<file path="src/hdl/ssp_pkg.sv">
// ----------------------------------------------------------------------------
// ssp_pkg
// Shared types and codes for the servo status packet parser.
// ----------------------------------------------------------------------------
package ssp_pkg;

    localparam logic [7:0]  SYNC_BYTE     = 8'hFF;
    localparam logic [19:0] TIMEOUT_RESET = 20'h51615;

    localparam int ADDR_W = 4;
    localparam int DATA_W = 32;

    // register index (paddr[3:2])
    localparam logic [1:0] REG_EXPECTED_ID   = 2'd0;
    localparam logic [1:0] REG_PARAM_COUNT   = 2'd1;
    localparam logic [1:0] REG_TIMEOUT_LIMIT = 2'd2;

    // input op codes
    localparam logic [1:0] OP_ARM  = 2'd0;
    localparam logic [1:0] OP_BYTE = 2'd1;
    localparam logic [1:0] OP_TICK = 2'd2;

    // parser phases
    localparam logic [2:0] PH_IDLE  = 3'd0;
    localparam logic [2:0] PH_HUNT1 = 3'd1;
    localparam logic [2:0] PH_HUNT2 = 3'd2;
    localparam logic [2:0] PH_ID    = 3'd3;
    localparam logic [2:0] PH_LEN   = 3'd4;
    localparam logic [2:0] PH_ERR   = 3'd5;
    localparam logic [2:0] PH_PARAM = 3'd6;
    localparam logic [2:0] PH_CSUM  = 3'd7;

    // packet status codes
    localparam logic [2:0] ST_OK       = 3'd0;
    localparam logic [2:0] ST_TIMEOUT  = 3'd1;
    localparam logic [2:0] ST_ID       = 3'd2;
    localparam logic [2:0] ST_LENGTH   = 3'd3;
    localparam logic [2:0] ST_DEVERR   = 3'd4;
    localparam logic [2:0] ST_CHECKSUM = 3'd5;

    typedef struct packed {
        logic [7:0]  expected_id;
        logic [7:0]  param_count;
        logic [19:0] timeout_limit;
    } cfg_t;

    typedef struct packed {
        logic        is_status;
        logic [7:0]  param_byte;
        logic [7:0]  param_index;
        logic [2:0]  status;
        logic [7:0]  device_error;
    } res_t;

endpackage

</file>
<file path="src/hdl/servo_status_packet_parser.sv">
// ----------------------------------------------------------------------------
// servo_status_packet_parser
// Servo-bus status packet parser with APB-style configuration.
// ----------------------------------------------------------------------------
// Each word is an arm, a received byte or a time tick. A word is taken into an
// input register, parsed against the packet state, and any result lands in an
// output register, so the block sustains one word per clock unless the output
// stalls. Parameter bytes stream out with their index before the closing
// status word; keep them only if the status is ok. Write the registers only
// while no packet is in flight.
module servo_status_packet_parser (
    input  logic                       clk,
    input  logic                       rst_n,
    input  logic                       psel,
    input  logic                       penable,
    input  logic                       pwrite,
    input  logic [ssp_pkg::ADDR_W-1:0] paddr,
    input  logic [ssp_pkg::DATA_W-1:0] pwdata,
    output logic [ssp_pkg::DATA_W-1:0] prdata,
    output logic                       pready,
    input  logic                       in_valid,
    output logic                       in_ready,
    input  logic [1:0]                 op,
    input  logic [7:0]                 rx_byte,
    output logic                       out_valid,
    input  logic                       out_ready,
    output logic                       is_status,
    output logic [7:0]                 param_byte,
    output logic [7:0]                 param_index,
    output logic [2:0]                 status,
    output logic [7:0]                 device_error
);
    import ssp_pkg::*;

    cfg_t cfg;
    res_t res;
    res_t out_res;
    logic res_valid;
    logic out_free;

    ssp_regs u_regs (
        .clk     (clk),
        .rst_n   (rst_n),
        .psel    (psel),
        .penable (penable),
        .pwrite  (pwrite),
        .paddr   (paddr),
        .pwdata  (pwdata),
        .prdata  (prdata),
        .pready  (pready),
        .cfg     (cfg)
    );

    ssp_engine u_engine (
        .clk       (clk),
        .rst_n     (rst_n),
        .in_valid  (in_valid),
        .in_ready  (in_ready),
        .op        (op),
        .rx_byte   (rx_byte),
        .cfg       (cfg),
        .out_free  (out_free),
        .res_valid (res_valid),
        .res       (res)
    );

    ssp_out_stage u_out (
        .clk       (clk),
        .rst_n     (rst_n),
        .load      (res_valid),
        .res       (res),
        .out_free  (out_free),
        .out_valid (out_valid),
        .out_ready (out_ready),
        .out_res   (out_res)
    );

    assign is_status    = out_res.is_status;
    assign param_byte   = out_res.param_byte;
    assign param_index  = out_res.param_index;
    assign status       = out_res.status;
    assign device_error = out_res.device_error;

endmodule

</file>
<file path="src/hdl/ssp_regs.sv">
// ----------------------------------------------------------------------------
// ssp_regs
// APB-style configuration registers: expected ID, parameter count, timeout.
// ----------------------------------------------------------------------------
module ssp_regs (
    input  logic                       clk,
    input  logic                       rst_n,
    input  logic                       psel,
    input  logic                       penable,
    input  logic                       pwrite,
    input  logic [ssp_pkg::ADDR_W-1:0] paddr,
    input  logic [ssp_pkg::DATA_W-1:0] pwdata,
    output logic [ssp_pkg::DATA_W-1:0] prdata,
    output logic                       pready,
    output ssp_pkg::cfg_t              cfg
);
    import ssp_pkg::*;

    cfg_t       cfg_reg;
    cfg_t       cfg_next;
    logic [1:0] reg_idx;
    logic       wr_en;

    assign reg_idx = paddr[3:2];
    assign wr_en   = psel && penable && pwrite;
    assign pready  = 1'b1;
    assign cfg     = cfg_reg;

    always_comb
    begin
        cfg_next = cfg_reg;
        if (wr_en)
        begin
            case (reg_idx)
                REG_EXPECTED_ID:   cfg_next.expected_id   = pwdata[7:0];
                REG_PARAM_COUNT:   cfg_next.param_count   = pwdata[7:0];
                REG_TIMEOUT_LIMIT: cfg_next.timeout_limit = pwdata[19:0];
                default:           cfg_next = cfg_reg;
            endcase
        end
    end

    always_comb
    begin
        case (reg_idx)
            REG_EXPECTED_ID:   prdata = {24'd0, cfg_reg.expected_id};
            REG_PARAM_COUNT:   prdata = {24'd0, cfg_reg.param_count};
            REG_TIMEOUT_LIMIT: prdata = {12'd0, cfg_reg.timeout_limit};
            default:           prdata = '0;
        endcase
    end

    always_ff @(posedge clk or negedge rst_n)
    begin
        if (!rst_n)
        begin
            cfg_reg.expected_id   <= 8'd0;
            cfg_reg.param_count   <= 8'd0;
            cfg_reg.timeout_limit <= TIMEOUT_RESET;
        end
        else
        begin
            cfg_reg <= cfg_next;
        end
    end

endmodule

</file>
<file path="src/hdl/ssp_engine.sv">
// ----------------------------------------------------------------------------
// ssp_engine
// Input word register and the packet parse state; one word per cycle while the output stage has room.
// ----------------------------------------------------------------------------
module ssp_engine (
    input  logic          clk,
    input  logic          rst_n,
    input  logic          in_valid,
    output logic          in_ready,
    input  logic [1:0]    op,
    input  logic [7:0]    rx_byte,
    input  ssp_pkg::cfg_t cfg,
    input  logic          out_free,
    output logic          res_valid,
    output ssp_pkg::res_t res
);
    import ssp_pkg::*;

    logic        item_valid_reg, item_valid_next;
    logic [1:0]  op_reg;
    logic [7:0]  byte_reg;

    logic [2:0]  phase_reg, phase_next;
    logic [7:0]  sum_reg, sum_next;
    logic [7:0]  cnt_reg, cnt_next;
    logic [19:0] idle_reg, idle_next;
    logic [7:0]  err_reg, err_next;

    logic        advance;
    logic        take;
    logic [7:0]  cnt_inc;
    logic [8:0]  len_expect;

    assign advance    = item_valid_reg && out_free;
    assign in_ready   = !item_valid_reg || out_free;
    assign take       = in_valid && in_ready;
    assign cnt_inc    = cnt_reg + 8'd1;
    assign len_expect = {1'b0, cfg.param_count} + 9'd2;

    always_comb
    begin
        if (take)
            item_valid_next = 1'b1;
        else if (advance)
            item_valid_next = 1'b0;
        else
            item_valid_next = item_valid_reg;
    end

    always_comb
    begin
        phase_next = phase_reg;
        sum_next   = sum_reg;
        cnt_next   = cnt_reg;
        idle_next  = idle_reg;
        err_next   = err_reg;
        res_valid  = 1'b0;
        res        = '0;

        if (advance)
        begin
            if (op_reg == OP_ARM)
            begin
                phase_next = PH_HUNT1;
                sum_next   = 8'd0;
                cnt_next   = 8'd0;
                idle_next  = 20'd0;
                err_next   = 8'd0;
            end
            else if (phase_reg != PH_IDLE && op_reg == OP_TICK)
            begin
                if (idle_reg >= cfg.timeout_limit)
                begin
                    res_valid        = 1'b1;
                    res.is_status    = 1'b1;
                    res.status       = ST_TIMEOUT;
                    res.device_error = err_reg;
                    phase_next       = PH_IDLE;
                end
                else
                begin
                    idle_next = idle_reg + 20'd1;
                end
            end
            else if (phase_reg != PH_IDLE && op_reg == OP_BYTE)
            begin
                idle_next = 20'd0;
                case (phase_reg)
                    PH_HUNT1:
                    begin
                        if (byte_reg == SYNC_BYTE)
                            phase_next = PH_HUNT2;
                    end
                    PH_HUNT2:
                    begin
                        phase_next = (byte_reg == SYNC_BYTE) ? PH_ID : PH_HUNT1;
                    end
                    PH_ID:
                    begin
                        if (byte_reg != cfg.expected_id)
                        begin
                            res_valid        = 1'b1;
                            res.is_status    = 1'b1;
                            res.status       = ST_ID;
                            res.device_error = err_reg;
                            phase_next       = PH_IDLE;
                        end
                        else
                        begin
                            sum_next   = byte_reg;
                            phase_next = PH_LEN;
                        end
                    end
                    PH_LEN:
                    begin
                        // compared without wrap: count above 253 never matches
                        if ({1'b0, byte_reg} != len_expect)
                        begin
                            res_valid        = 1'b1;
                            res.is_status    = 1'b1;
                            res.status       = ST_LENGTH;
                            res.device_error = err_reg;
                            phase_next       = PH_IDLE;
                        end
                        else
                        begin
                            sum_next   = sum_reg + byte_reg;
                            phase_next = PH_ERR;
                        end
                    end
                    PH_ERR:
                    begin
                        err_next = byte_reg;
                        if (byte_reg != 8'd0)
                        begin
                            res_valid        = 1'b1;
                            res.is_status    = 1'b1;
                            res.status       = ST_DEVERR;
                            res.device_error = byte_reg;
                            phase_next       = PH_IDLE;
                        end
                        else
                        begin
                            cnt_next   = 8'd0;
                            phase_next = (cfg.param_count == 8'd0) ? PH_CSUM : PH_PARAM;
                        end
                    end
                    PH_PARAM:
                    begin
                        sum_next        = sum_reg + byte_reg;
                        cnt_next        = cnt_inc;
                        res_valid       = 1'b1;
                        res.param_byte  = byte_reg;
                        res.param_index = cnt_reg;
                        if (cnt_inc >= cfg.param_count)
                            phase_next = PH_CSUM;
                    end
                    PH_CSUM:
                    begin
                        res_valid        = 1'b1;
                        res.is_status    = 1'b1;
                        res.status       = (byte_reg == ~sum_reg) ? ST_OK : ST_CHECKSUM;
                        res.device_error = err_reg;
                        phase_next       = PH_IDLE;
                    end
                    default:
                    begin
                        phase_next = PH_IDLE;
                    end
                endcase
            end
        end
    end

    always_ff @(posedge clk)
    begin
        if (take)
        begin
            op_reg   <= op;
            byte_reg <= rx_byte;
        end
    end

    always_ff @(posedge clk or negedge rst_n)
    begin
        if (!rst_n)
        begin
            item_valid_reg <= 1'b0;
            phase_reg      <= PH_IDLE;
            sum_reg        <= 8'd0;
            cnt_reg        <= 8'd0;
            idle_reg       <= 20'd0;
            err_reg        <= 8'd0;
        end
        else
        begin
            item_valid_reg <= item_valid_next;
            phase_reg      <= phase_next;
            sum_reg        <= sum_next;
            cnt_reg        <= cnt_next;
            idle_reg       <= idle_next;
            err_reg        <= err_next;
        end
    end

endmodule

</file>
<file path="src/hdl/ssp_out_stage.sv">
// ----------------------------------------------------------------------------
// ssp_out_stage
// Result register; holds a word until the consumer takes it.
// ----------------------------------------------------------------------------
module ssp_out_stage (
    input  logic          clk,
    input  logic          rst_n,
    input  logic          load,
    input  ssp_pkg::res_t res,
    output logic          out_free,
    output logic          out_valid,
    input  logic          out_ready,
    output ssp_pkg::res_t out_res
);
    import ssp_pkg::*;

    logic valid_reg, valid_next;
    res_t res_reg;

    assign out_free  = !valid_reg || out_ready;
    assign out_valid = valid_reg;
    assign out_res   = res_reg;

    always_comb
    begin
        if (load)
            valid_next = 1'b1;
        else if (out_ready)
            valid_next = 1'b0;
        else
            valid_next = valid_reg;
    end

    always_ff @(posedge clk)
    begin
        if (load)
            res_reg <= res;
    end

    always_ff @(posedge clk or negedge rst_n)
    begin
        if (!rst_n)
            valid_reg <= 1'b0;
        else
            valid_reg <= valid_next;
    end

endmodule

</file>
<file path="config.mk">
export PLATFORM = sky130hd
export DESIGN_NAME = servo_status_packet_parser
export DESIGN_NICKNAME = d
export VERILOG_FILES = /design/src/hdl/ssp_pkg.sv /design/src/hdl/servo_status_packet_parser.sv /design/src/hdl/ssp_regs.sv /design/src/hdl/ssp_engine.sv /design/src/hdl/ssp_out_stage.sv
export SDC_FILE = /design/constraint.sdc
export NUM_CORES = 1
export LEC_CHECK = 0
export BUFFER_PORTS_ARGS = -buffer_cell sky130_fd_sc_hd__buf_2
export CAP_MARGIN = 25
export CORE_ASPECT_RATIO = 0.75
export CORE_UTILIZATION = 60
export CTS_BUF_LIST = sky130_fd_sc_hd__clkbuf_4 sky130_fd_sc_hd__clkbuf_8
export DETAILED_ROUTE_END_ITERATION = 12
export PLACE_DENSITY_LB_ADDON = 0.3
export SYNTH_ARGS = -nofsm -noshare
export SYNTH_HDL_FRONTEND = slang
export SYNTH_SLANG_ARGS = --single-unit
</file>
<file path="constraint.sdc">
create_clock -name clk -period 10.1 [get_ports clk]
set_clock_uncertainty 0.1 [all_clocks]
set_input_delay 2.02 -clock clk [delete_from_list [all_inputs] [get_ports clk]]
set_output_delay 2.02 -clock clk [all_outputs]
set_load 0.1 [all_outputs]
</file>
==> flow_summary.yaml <==
logic_synthesis:
  synth_edf_count: 38
  syn_area_mm2: 0.00716
  yosys_warnings: 0
  synth_top_area_cell: "dfrtp_1"
  synth-seq-cells: 123
  synth-xor-area-share_pct: 3.81
  synth_compound_area_share_pct: 15.5
  synth_top_cells_by_count: "dfrtp_1 (77), nand2_1 (75), o21ai_0 (52)"
  ys_top_cells_by_area: "dfrtp_1 (27%), edfxtp_1 (16%), ha_1 (6.6%)"
  synthMuxAreaShare_pct: 5.31
  synth_cell_types: 66
  avgSynthCellArea_um2: 10.1
  synth_ff_type: "dfrtp_1"
  synth-adder-area-share_pct: 7.06
  synth.most_common_cell: "dfrtp_1"
  synth_top_family_by_area: "simple AND/OR/NAND/NOR gates"
  yosysSeqAreaShare_pct: 45.8
  async_reset_ff_share_pct: 69.1
  syn-instance-count: 712
  synth_top_area_share_pct: 26.9
  synth-simple-area-share_pct: 15.9
status:
  outcome: "finished, final reports clean"
placed_design:
  gp_congestion: 0.895
  dp_cells: 928
  place_hpwl_um: 12400
  placed_area_mm2: 0.00760
  portBuffers: 88
global_routing:
  grt_max_degree: 45
  antenna_found_initial: 0
  track_usage_pct: 29.6
  grt.overflow.total: 0
  grt_pass1_vias: 5595
  grt_pass1_wl_um: 28000
finish:
  n_fill_cell: 908
  final_area_mm2: 0.00803
  drive_gt1_share_pct: 22.3
  final_nets: 879
  fin_cells: 962
  syn_to_final_growth_pct: 12.1
  largest_reg_flops: 36
  diodes: 0
pwr:
  internal_power_mw: 1.07
  swShare_pct: 40.7
  p_seq_share_pct: 39.6
  peakVddDrop_v: 0.000134
  combPwrFrac_pct: 35.1
  powerDensity_mw_per_mm2: 226
  p_sw_uw: 738
  power_mw: 1.81
  p_clk_share_pct: 25.3
  leakagePower_nw: 3.67
clock_tree:
  clk_pin_slew_worst_paths_ns: 0.07
  cts_setup_buffers: 0
  htreeDepth: 4
  holdBufCountCts: 0
  cts_buffers: 17
  clockRootBuffer: "clkbuf_8"
  cts_tree: "yes"
  cts_sinks: 123
  cts_buffer_depth: 2
  cts_resized: 0
  clock_latency_ns: 0.44
drt:
  routedWlPerCell_um: 17.8
  drt_iter0_markers: 610
  firstDrtPassIters: 5
  num_vias: 5727
  drcViolationCount: 0
  antenna_left: 0
  wl_um: 17100
  vias_per_cell: 5.95
setup_path:
  startpoint_type: "input port"
  cp_top_family: "buffers and inverters"
  crit_fanout: 19
  critPathBufInv: 3
  slowest_stage: "buf_2"
  end_kind: "output pin"
  crit_path_frequent_cell: "buf_2"
  arrival_ns: 3.38
  required_ns: 7.98
  max_stage_delay_ns: 0.49
  path_cells: "buf_2, nor2b_1, buf_4, nand2_1, o21ai_0, buf_2"
  crit_type: "in -> out"
sta:
  rsz0062_at_grt: "false"
  setup_viol_count_final: 0
  period_share_pct: 54.5
  fin_tns_setup_ns: 0
  worst_pin_slew_ns: 0.847
  fmax_mhz: 182
  relSlewSlack_pct: 42.1
  layout_min_cycle_time_ns: 5.50
  maxSlewViolCount: 0
  finalHoldViolCount: 0
die:
  initial_core_util_pct: 61.7
  dieArea_mm2: 0.0124
  fp.dieW_um: 128
  core_mm2: 0.0116
  die_h_um: 96.6
  pin_count: 116
  core.rowCount: 34
worst_hold_path:
  holdCritPathClass: "reg -> reg"
flow_run:
  drv_cap: 0
[metrics by stage]
step                setup slack (ns)  hold slack, ns  util, %
floorplan                       3.31           0.367        -
global placement                4.16           0.385     65.3
detailed placement              4.08           0.383     65.4
CTS                             4.07           0.407     69.0
global route                    4.52           0.426     69.1
finish                          4.60           0.406     69.1
[cell families after synthesis]
family	count (synthesis)
muxes	35
xor gates and xnor gates	29
DFF	123
other	2
and+or+nand+nor	223
buffers and inverters	89
adders and majority gates	40
AOI/OAI and AO/OA	171
[layout by cell type, fill, tap and decap left out, types with 19 or more instances in the layout]
cell type	instances
buf_2	87
dfrtp_1	77
nand2_1	75
o21ai_0	52
inv_1	38
a21oi_1	38
ha_1	38
edfxtp_1	38
and2_1	29
nor2_1	26
mux2_2	24
nand3_1	20
a22o_1	20
clkbuf_8	19
[power groups by stage]
stage          clock network (mW)  logic (mW)  registers (mW)
3_5_place_dp                    0       0.628           0.722
6_report                    0.459       0.635           0.718
3_3_place_gp                    0       0.601           0.717
5_1_grt                     0.488       0.690           0.729
4_1_cts                     0.464       0.634           0.714
2_1_floorplan                   0       0.466           0.758
[area by class of cell]
type	instances	area, um^2	area share, %
Sequential cell	123	3280	40.8
Multi-Input combinational cell	511	3480	43.4
Clock buffer	20	269	3.35
Inverter	38	143	1.78
Timing Repair Buffer	96	507	6.31
Tap cell	162	203	2.52
Clock inverter	12	144	1.79
[layer usage]
layer / part of all wire (%) / track usage [%] / wire, um
met1: 45 / 41.9 / 7740
met4: 1.1 / 8.05 / 195
met5: 0 / 0 / 0
met2: 47 / 46.0 / 7980
met3: 6.9 / 6.47 / 1180
[final timing paths]
path,slack [ns],to,from,depth (start not counted)
worst min register to register,0.41,u_engine.err_reg[5]$_DFFE_PN0P_,u_engine.err_reg[5]$_DFFE_PN0P_,1
max in group asynchronous,7.44,u_engine.sum_reg[6]$_DFFE_PN0P_,rst_n,2
worst min-delay path,0.41,u_engine.err_reg[5]$_DFFE_PN0P_,u_engine.err_reg[5]$_DFFE_PN0P_,1
worst max register to register,6.70,u_engine.phase_reg[0]$_DFFE_PN0P_,u_engine.cnt_reg[0]$_DFFE_PN0P_,11
min in group asynchronous,1.45,u_regs.cfg[8]$_DFFE_PN0P_,rst_n,1
worst max-delay path,4.60,prdata[0],paddr[2],6
Power figures use the tool's default switching activity.
